[src/hdl/pac_pkg.sv]
`default_nettype none
package pac_pkg;

	// fixed field widths
	localparam int COORD_WIDTH = 16;
	localparam int PROD_WIDTH  = 2 * COORD_WIDTH;
	localparam int SUM_WIDTH   = 45;
	localparam int AREA_WIDTH  = 44;
	localparam int TOTAL_WIDTH = 13;

	// default configuration
	localparam int MAX_POINTS_DEF  = 4096;
	localparam int QUEUE_DEPTH_DEF = 4;

	// result status codes
	typedef enum logic [1:0] {
		ST_OK   = 2'd0,
		ST_FEW  = 2'd1,
		ST_MANY = 2'd2
	} pac_status_t;

	// one classified vertex, handed from front to back
	typedef struct packed {
		logic signed [COORD_WIDTH-1:0] x;
		logic signed [COORD_WIDTH-1:0] y;
		logic signed [COORD_WIDTH-1:0] prev_x;
		logic signed [COORD_WIDTH-1:0] prev_y;
		logic signed [COORD_WIDTH-1:0] first_x;
		logic signed [COORD_WIDTH-1:0] first_y;
		logic                          last;
		pac_status_t                   status;
		logic [TOTAL_WIDTH-1:0]        total;
	} pac_job_t;

endpackage
`default_nettype wire

[src/hdl/pac_front.sv]
`default_nettype none
module pac_front
	import pac_pkg::*;
#(
	parameter int MAX_POINTS = MAX_POINTS_DEF
) (
	input  wire logic                          clk,
	input  wire logic                          arst_n,
	input  wire logic                          in_valid,
	output logic                               in_ready,
	input  wire logic signed [COORD_WIDTH-1:0] x_coord,
	input  wire logic signed [COORD_WIDTH-1:0] y_coord,
	input  wire logic                          final_vertex,
	output logic                               job_valid,
	input  wire logic                          job_ready,
	output pac_job_t                           job
);

	localparam int CNT_W = $clog2(MAX_POINTS + 2);
	localparam logic [CNT_W-1:0] LIMIT = CNT_W'(MAX_POINTS + 1);
	localparam logic [CNT_W-1:0] MAXP  = CNT_W'(MAX_POINTS);
	localparam logic [CNT_W-1:0] TWO   = CNT_W'(2);

	logic signed [COORD_WIDTH-1:0] first_x_q, first_y_q, prev_x_q, prev_y_q;
	logic [CNT_W-1:0]              count_q;
	logic [CNT_W-1:0]              total;
	logic [CNT_W+TOTAL_WIDTH-1:0]  total_wide;
	logic                          accept;
	logic                          is_first;
	pac_status_t                   status;

	assign in_ready  = job_ready;
	assign job_valid = in_valid;
	assign accept    = in_valid && in_ready;
	assign is_first  = (count_q == '0);

	// saturating vertex count and status classification
	always_comb begin
		total  = (count_q >= LIMIT) ? LIMIT : count_q + CNT_W'(1);
		status = ST_OK;
		if (total < TWO) begin
			status = ST_FEW;
		end else if (total > MAXP) begin
			status = ST_MANY;
		end
	end

	assign total_wide = {{TOTAL_WIDTH{1'b0}}, total};

	// job for the back end; closing operands only on the last vertex
	always_comb begin
		job.x       = x_coord;
		job.y       = y_coord;
		job.prev_x  = prev_x_q;
		job.prev_y  = prev_y_q;
		job.first_x = '0;
		job.first_y = '0;
		if (final_vertex) begin
			job.first_x = is_first ? x_coord : first_x_q;
			job.first_y = is_first ? y_coord : first_y_q;
		end
		job.last   = final_vertex;
		job.status = status;
		job.total  = total_wide[TOTAL_WIDTH-1:0];
	end

	// polygon tracking state, cleared after the last vertex
	always_ff @(posedge clk or negedge arst_n) begin
		if (!arst_n) begin
			first_x_q <= '0;
			first_y_q <= '0;
			prev_x_q  <= '0;
			prev_y_q  <= '0;
			count_q   <= '0;
		end else if (accept) begin
			if (final_vertex) begin
				first_x_q <= '0;
				first_y_q <= '0;
				prev_x_q  <= '0;
				prev_y_q  <= '0;
				count_q   <= '0;
			end else begin
				if (is_first) begin
					first_x_q <= x_coord;
					first_y_q <= y_coord;
				end
				prev_x_q <= x_coord;
				prev_y_q <= y_coord;
				count_q  <= total;
			end
		end
	end

endmodule
`default_nettype wire

[src/hdl/pac_queue.sv]
`default_nettype none
module pac_queue
	import pac_pkg::*;
#(
	parameter int DEPTH = QUEUE_DEPTH_DEF
) (
	input  wire logic     clk,
	input  wire logic     arst_n,
	input  wire logic     wr_valid,
	output logic          wr_ready,
	input  wire pac_job_t wr_data,
	output logic          rd_valid,
	input  wire logic     rd_ready,
	output pac_job_t      rd_data
);

	localparam int PTR_W = (DEPTH > 1) ? $clog2(DEPTH) : 1;
	localparam int CNT_W = $clog2(DEPTH + 1);

	pac_job_t         mem_q [DEPTH];
	logic [PTR_W-1:0] wr_ptr_q, rd_ptr_q;
	logic [CNT_W-1:0] fill_q;
	logic             push, pop;

	assign wr_ready = (fill_q != CNT_W'(DEPTH));
	assign rd_valid = (fill_q != '0);
	assign push     = wr_valid && wr_ready;
	assign pop      = rd_valid && rd_ready;
	assign rd_data  = mem_q[rd_ptr_q];

	// entry storage
	always_ff @(posedge clk) begin
		if (push) begin
			mem_q[wr_ptr_q] <= wr_data;
		end
	end

	// pointers and fill level
	always_ff @(posedge clk or negedge arst_n) begin
		if (!arst_n) begin
			wr_ptr_q <= '0;
			rd_ptr_q <= '0;
			fill_q   <= '0;
		end else begin
			if (push) begin
				wr_ptr_q <= (wr_ptr_q == PTR_W'(DEPTH - 1)) ? '0 : wr_ptr_q + PTR_W'(1);
			end
			if (pop) begin
				rd_ptr_q <= (rd_ptr_q == PTR_W'(DEPTH - 1)) ? '0 : rd_ptr_q + PTR_W'(1);
			end
			if (push && !pop) begin
				fill_q <= fill_q + CNT_W'(1);
			end else if (pop && !push) begin
				fill_q <= fill_q - CNT_W'(1);
			end
		end
	end

endmodule
`default_nettype wire

[src/hdl/pac_back.sv]
`default_nettype none
module pac_back
	import pac_pkg::*;
(
	input  wire logic               clk,
	input  wire logic               arst_n,
	input  wire logic               job_valid,
	output logic                    job_ready,
	input  wire pac_job_t           job,
	output logic                    out_valid,
	input  wire logic               out_ready,
	output logic [AREA_WIDTH-1:0]   doubled_area,
	output logic [1:0]              status,
	output logic [TOTAL_WIDTH-1:0]  vertex_total
);

	// stage 1: cross products
	logic                         valid_s1;
	logic signed [PROD_WIDTH-1:0] p_step_a_s1, p_step_b_s1, p_close_a_s1, p_close_b_s1;
	logic                         last_s1;
	pac_status_t                  status_s1;
	logic [TOTAL_WIDTH-1:0]       total_s1;

	// stage 2: finished sum of one polygon
	logic                         valid_s2;
	logic signed [SUM_WIDTH-1:0]  sum_s2;
	pac_status_t                  status_s2;
	logic [TOTAL_WIDTH-1:0]       total_s2;

	// running sum and output register
	logic signed [SUM_WIDTH-1:0]  sum_q;
	logic signed [SUM_WIDTH-1:0]  sum_next;
	logic                         out_valid_q;
	logic [AREA_WIDTH-1:0]        area_q;
	pac_status_t                  status_q;
	logic [TOTAL_WIDTH-1:0]       total_q;
	logic [SUM_WIDTH-1:0]         neg_sum;
	logic [AREA_WIDTH-1:0]        mag;

	logic out_load, s2_free, s1_move, s1_load;

	// stall control
	assign out_load  = valid_s2 && (!out_valid_q || out_ready);
	assign s2_free   = !valid_s2 || out_load;
	assign s1_move   = valid_s1 && (!last_s1 || s2_free);
	assign s1_load   = job_valid && job_ready;
	assign job_ready = !valid_s1 || s1_move;

	// stage 1 registers
	always_ff @(posedge clk or negedge arst_n) begin
		if (!arst_n) begin
			valid_s1 <= 1'b0;
		end else if (job_ready) begin
			valid_s1 <= job_valid;
		end
	end

	always_ff @(posedge clk) begin
		if (s1_load) begin
			p_step_a_s1  <= job.prev_x * job.y;
			p_step_b_s1  <= job.x * job.prev_y;
			p_close_a_s1 <= job.x * job.first_y;
			p_close_b_s1 <= job.first_x * job.y;
			last_s1      <= job.last;
			status_s1    <= job.status;
			total_s1     <= job.total;
		end
	end

	// accumulate edge and closing terms
	assign sum_next = sum_q
		+ SUM_WIDTH'(p_step_a_s1) - SUM_WIDTH'(p_step_b_s1)
		+ SUM_WIDTH'(p_close_a_s1) - SUM_WIDTH'(p_close_b_s1);

	always_ff @(posedge clk or negedge arst_n) begin
		if (!arst_n) begin
			sum_q    <= '0;
			valid_s2 <= 1'b0;
		end else begin
			if (s1_move) begin
				sum_q <= last_s1 ? '0 : sum_next;
			end
			if (s1_move && last_s1) begin
				valid_s2 <= 1'b1;
			end else if (out_load) begin
				valid_s2 <= 1'b0;
			end
		end
	end

	always_ff @(posedge clk) begin
		if (s1_move && last_s1) begin
			sum_s2    <= sum_next;
			status_s2 <= status_s1;
			total_s2  <= total_s1;
		end
	end

	// magnitude of the sum, zero unless status is ok
	always_comb begin
		neg_sum = ~sum_s2 + SUM_WIDTH'(1);
		mag     = sum_s2[SUM_WIDTH-1] ? neg_sum[AREA_WIDTH-1:0] : sum_s2[AREA_WIDTH-1:0];
		if (status_s2 != ST_OK) begin
			mag = '0;
		end
	end

	// output register
	always_ff @(posedge clk or negedge arst_n) begin
		if (!arst_n) begin
			out_valid_q <= 1'b0;
		end else if (out_load) begin
			out_valid_q <= 1'b1;
		end else if (out_ready) begin
			out_valid_q <= 1'b0;
		end
	end

	always_ff @(posedge clk) begin
		if (out_load) begin
			area_q   <= mag;
			status_q <= status_s2;
			total_q  <= total_s2;
		end
	end

	assign out_valid    = out_valid_q;
	assign doubled_area = area_q;
	assign status       = status_q;
	assign vertex_total = total_q;

endmodule
`default_nettype wire

[src/hdl/polygon_area_accumulator_core.sv]
// path: queue, stage 1 products, stage 2 sum and output register; throughput is one
// vertex per cycle unless stalled, set by the single product stage and accumulator
// the queue between front and back holds QUEUE_DEPTH vertices, so input stalls
// only when the queue is full, which needs stage 2 and the result register full
// reset: arst_n clears all polygon state, the running sum and all valid flags
`default_nettype none
module polygon_area_accumulator_core
	import pac_pkg::*;
#(
	parameter int MAX_POINTS  = MAX_POINTS_DEF,
	parameter int QUEUE_DEPTH = QUEUE_DEPTH_DEF
) (
	input  wire logic                          clk,
	input  wire logic                          arst_n,
	input  wire logic                          in_valid,
	output logic                               in_ready,
	input  wire logic signed [COORD_WIDTH-1:0] x_coord,
	input  wire logic signed [COORD_WIDTH-1:0] y_coord,
	input  wire logic                          final_vertex,
	output logic                               out_valid,
	input  wire logic                          out_ready,
	output logic [AREA_WIDTH-1:0]              doubled_area,
	output logic [1:0]                         status,
	output logic [TOTAL_WIDTH-1:0]             vertex_total
);

	pac_job_t front_job, back_job;
	logic     front_valid, front_ready, back_valid, back_ready;

	// vertex tracking and classification
	pac_front #(
		.MAX_POINTS(MAX_POINTS)
	) u_front (
		.clk          (clk),
		.arst_n       (arst_n),
		.in_valid     (in_valid),
		.in_ready     (in_ready),
		.x_coord      (x_coord),
		.y_coord      (y_coord),
		.final_vertex (final_vertex),
		.job_valid    (front_valid),
		.job_ready    (front_ready),
		.job          (front_job)
	);

	// decoupling queue
	pac_queue #(
		.DEPTH(QUEUE_DEPTH)
	) u_queue (
		.clk      (clk),
		.arst_n   (arst_n),
		.wr_valid (front_valid),
		.wr_ready (front_ready),
		.wr_data  (front_job),
		.rd_valid (back_valid),
		.rd_ready (back_ready),
		.rd_data  (back_job)
	);

	// products, accumulation and result
	pac_back u_back (
		.clk          (clk),
		.arst_n       (arst_n),
		.job_valid    (back_valid),
		.job_ready    (back_ready),
		.job          (back_job),
		.out_valid    (out_valid),
		.out_ready    (out_ready),
		.doubled_area (doubled_area),
		.status       (status),
		.vertex_total (vertex_total)
	);

endmodule
`default_nettype wire
[config.mk]
export PLATFORM = sky130hd
export DESIGN_NAME = polygon_area_accumulator_core
export DESIGN_NICKNAME = d
export VERILOG_FILES = /design/src/hdl/pac_pkg.sv /design/src/hdl/pac_front.sv /design/src/hdl/pac_queue.sv /design/src/hdl/pac_back.sv /design/src/hdl/polygon_area_accumulator_core.sv
export SDC_FILE = /design/constraint.sdc
export NUM_CORES = 2
export LEC_CHECK = 0
export ABC_AREA = 1
export BUFFER_PORTS_ARGS = -buffer_cell sky130_fd_sc_hd__buf_4
export CORE_MARGIN = 1
export CORE_UTILIZATION = 70
export CTS_CLUSTER_DIAMETER = 150
export DETAILED_ROUTE_END_ITERATION = 10
export GPL_TIMING_DRIVEN = 0
export HOLD_SLACK_MARGIN = 0.06
export PLACE_DENSITY_LB_ADDON = 0.2
export REMOVE_ABC_BUFFERS = 1
export SLEW_MARGIN = 30
export SYNTH_ARGS = -nofsm -noshare
export SYNTH_HDL_FRONTEND = slang
export SYNTH_SLANG_ARGS = --single-unit
[constraint.sdc]
create_clock -name clk -period 24.8 [get_ports clk]
set_input_delay 2.48 -clock clk [delete_from_list [all_inputs] [get_ports clk]]
set_output_delay 2.48 -clock clk [all_outputs]
set_load 0.01 [all_outputs]
==> results.md <==
- Overall Global Routing Usage: 0.419
- Pre-antenna DRT Iters: 7
- Chip height: 340 microns
- Hold Crit Depth: 0
- DRC violations left: 0
- Outcome: finished, final reports clean
- Layout Nets: 10.1k
- R2R Path Start: u_queue.rd_ptr_q[1]$_DFFE_PN0P_
- Fraction of layout cells with a size suffix above 1: 0.0630
- Highest Clock Rate: between 100 and 150 MHz
- WL per Instance: approximately 24 microns
- Setup repair after global routing missed its margin: no
- CP Buf/Inv Count: 8
- Crit path launch type: flop
- Setup TNS: 0 ns
- Reg area: about 25,000 sq um
- Period utilisation layout: 0.401
- Final Hold Fails: 0
- Post-synth EDFFs: 711
- Post-CTS Setup Inserts: 0
- CTS Hold Bufs: 0
- Critical Path Most Common Cell: fa_1
- Area of the multi-input gates: 47,600 sq um
- Yosys reg bits: 843
- IO Count: 98
- Synth warn: 0
- Number of global-route vias before repair: 63.9k
- Flop2flop setup slack: between 10 and 15 ns
- Post-DP HPWL: between 150 and 200 mm
- Largest net degree at the start of global routing: 154
- Tightest Pin Transition: 1.09 ns
- Mapped Area: 79,800 sq um
- Die ar.: 115,000 sq um
- Max Cap Viol: 0
- Fillers: 7,450
- Critical Path Sink Type: flop
- CTS tree: yes
- Reg-to-Reg End: u_back.p_close_b_s1[31]$_DFFE_PP_
- End of the worst hold path: u_back.total_s2[11]$_DFFE_PP_
- Async SR Flop Fraction: 0.157
- Critical Path RT: 25.13 ns
- Clock Sinks: 843
- IO Port Bufs: 97
- Endpoints failing setup: 0
- Critical path's slowest cell: a32oi_1
- First-pass GRT wire length: 363 mm
- CP Data Arrival Time: 10.28 ns
- Syn avg cell area: 9.49 sq um
- Grt ovf: 0
- Initial DRC Count: 6,339
- Mapped Cells: 8,410
- Antenna violations before repair: 5
- Sequential share of the synthesized area: 0.309
- H-Tree Depth: 3
- Drt total wl: 236 mm
- CTS resizes: 0
- Top FF cell, synth: edfxtp_1
- Clock transition at path regs: 0.06 ns
- Pins over their slew limit: 0
- Root buffer cell: clkbuf_16
- Core ar.: between 100,000 and 150,000 sq um
- Slowest Stage Delay on Critical Path: 0.79 ns
- Die Width: 340 microns
- Routed vias: 60.6k
- R2R cell count: 25
- Placer Congestion: between 1 and 1.5
- Max-slew headroom: 0.271
- Clock Tree Buf Depth: 3
- Initial Utilization: 0.707
- Crit-path max FO: 76
- Antenna Nets Post-Route: 0
- Standard-cell rows: 123
- Skew-Pair Late Insertion Delay: ~0.74 ns
- Crit path max-delay family: adder cells
- Netlist cell types: 51
- Kind of critical path: reg -> reg
- Crit path time final: about 10 ns
- Worst hold path type: reg -> reg
- Syn-to-layout area delta: 8.20%
- Drt via density: 6.04
- Num CTS Buffers: 86
- Hold Startpoint: u_back.total_s1[11]$_DFFE_PP_
- Fin Clk Skew: roughly 0.11 ns
## layer usage
metal	part of all wire	global-route usage
met1	0.35	0.520
met2	0.47	0.677
met3	0.11	0.103
met4	0.068	0.237
met5	0.00020	0
## synthesized netlist by cell type (79+ instances only)
cell type,instances,area (sq um)
a21oi_1,301,1510
buf_2,131,656
dfrtp_1,132,3300
edfxtp_1,711,21400
fa_1,1181,23600
ha_1,383,4790
inv_1,1698,6370
inv_2,79,297
nand2_1,1737,6520
nand3_1,177,886
nor2_1,949,3560
o21ai_0,191,956
xor2_1,103,902
## kinds of logic after synthesis
logic type                 count (synthesis)  share of synthesized area
AOI/OAI and AO/OA                        772                     0.0658
xor gates and xnor gates                 153                     0.0168
adders and majority gates               1564                      0.356
buffers and inverters                   2015                     0.0991
DFF                                      843                      0.309
muxes                                      1                   0.000141
and+or+nand+nor                         3062                      0.153
## through the flow
step	std cells	utilization	area, sq um	hold WS (ns)	setup slack (ns)
2_1_floorplan	8174	-	78600	0.400	13.72
3_3_place_gp	9771	0.719	81200	0.401	7.68
3_5_place_dp	9862	0.739	83300	0.405	14.98
4_1_cts	10021	0.765	86200	0.419	14.92
5_1_grt	10027	0.765	86300	0.435	14.60
6_report	10028	0.765	86300	0.422	14.85
## flip-flops by register name (all words and copies together), names as in the netlist, 16 cells and up
register,cells
u_queue.mem_q,448
u_back.sum_q,45
u_back.sum_s2,45
u_back.doubled_area,44
u_back.p_close_a_s1,32
u_back.p_close_b_s1,32
u_back.p_step_a_s1,32
u_back.p_step_b_s1,32
u_front.first_x_q,16
u_front.first_y_q,16
u_front.prev_x_q,16
u_front.prev_y_q,16
## final cells by class
| cell class | count | share of cell area |
|---|---|---|
| antenna | 1 | 0.0000290 |
| clock buffer | 111 | 0.0265 |
| clock inverter | 48 | 0.00710 |
| inverter | 1779 | 0.0777 |
| multi-input combinational | 5552 | 0.551 |
| sequential | 843 | 0.286 |
| tap | 1500 | 0.0217 |
| timing repair buffer | 194 | 0.0299 |
## worst max-delay path by stage
stage                                                from                                 to  slack [ns]  cells past startpoint
after CTS                 u_queue.rd_ptr_q[1]$_DFFE_PN0P_  u_back.p_close_b_s1[31]$_DFFE_PP_       14.92                     24
after global routing      u_queue.rd_ptr_q[1]$_DFFE_PN0P_   u_back.p_step_a_s1[31]$_DFFE_PP_       14.60                     26
after floorplan           u_queue.rd_ptr_q[0]$_DFFE_PN0P_   u_back.p_step_a_s1[31]$_DFFE_PP_       13.72                     24
final                     u_queue.rd_ptr_q[1]$_DFFE_PN0P_  u_back.p_close_b_s1[31]$_DFFE_PP_       14.85                     25
after global placement    u_queue.rd_ptr_q[0]$_DFFE_PN0P_  u_back.p_close_a_s1[31]$_DFFE_PP_        7.68                     26
after detailed placement  u_queue.rd_ptr_q[1]$_DFFE_PN0P_  u_back.p_close_b_s1[31]$_DFFE_PP_       14.98                     24
## cell usage in the layout (no fill, tap or decap), types with 39 or more instances in the layout
cell	n
ha_1	383
nor2_1	941
a32oi_2	55
o21ai_1	39
a21oi_1	301
nand2_1	1734
inv_2	81
xor2_1	103
xnor2_1	50
inv_1	1693
buf_16	42
dfrtp_1	130
edfxtp_1	711
nand3_1	177
o22ai_1	63
clkbuf_16	86
fa_1	1181
buf_4	109
nand4_1	51
o21ai_0	191
nor3_1	58
Power is not shown: default switching activity piles up to over one toggle a cycle in this logic, so the estimate is an artifact.
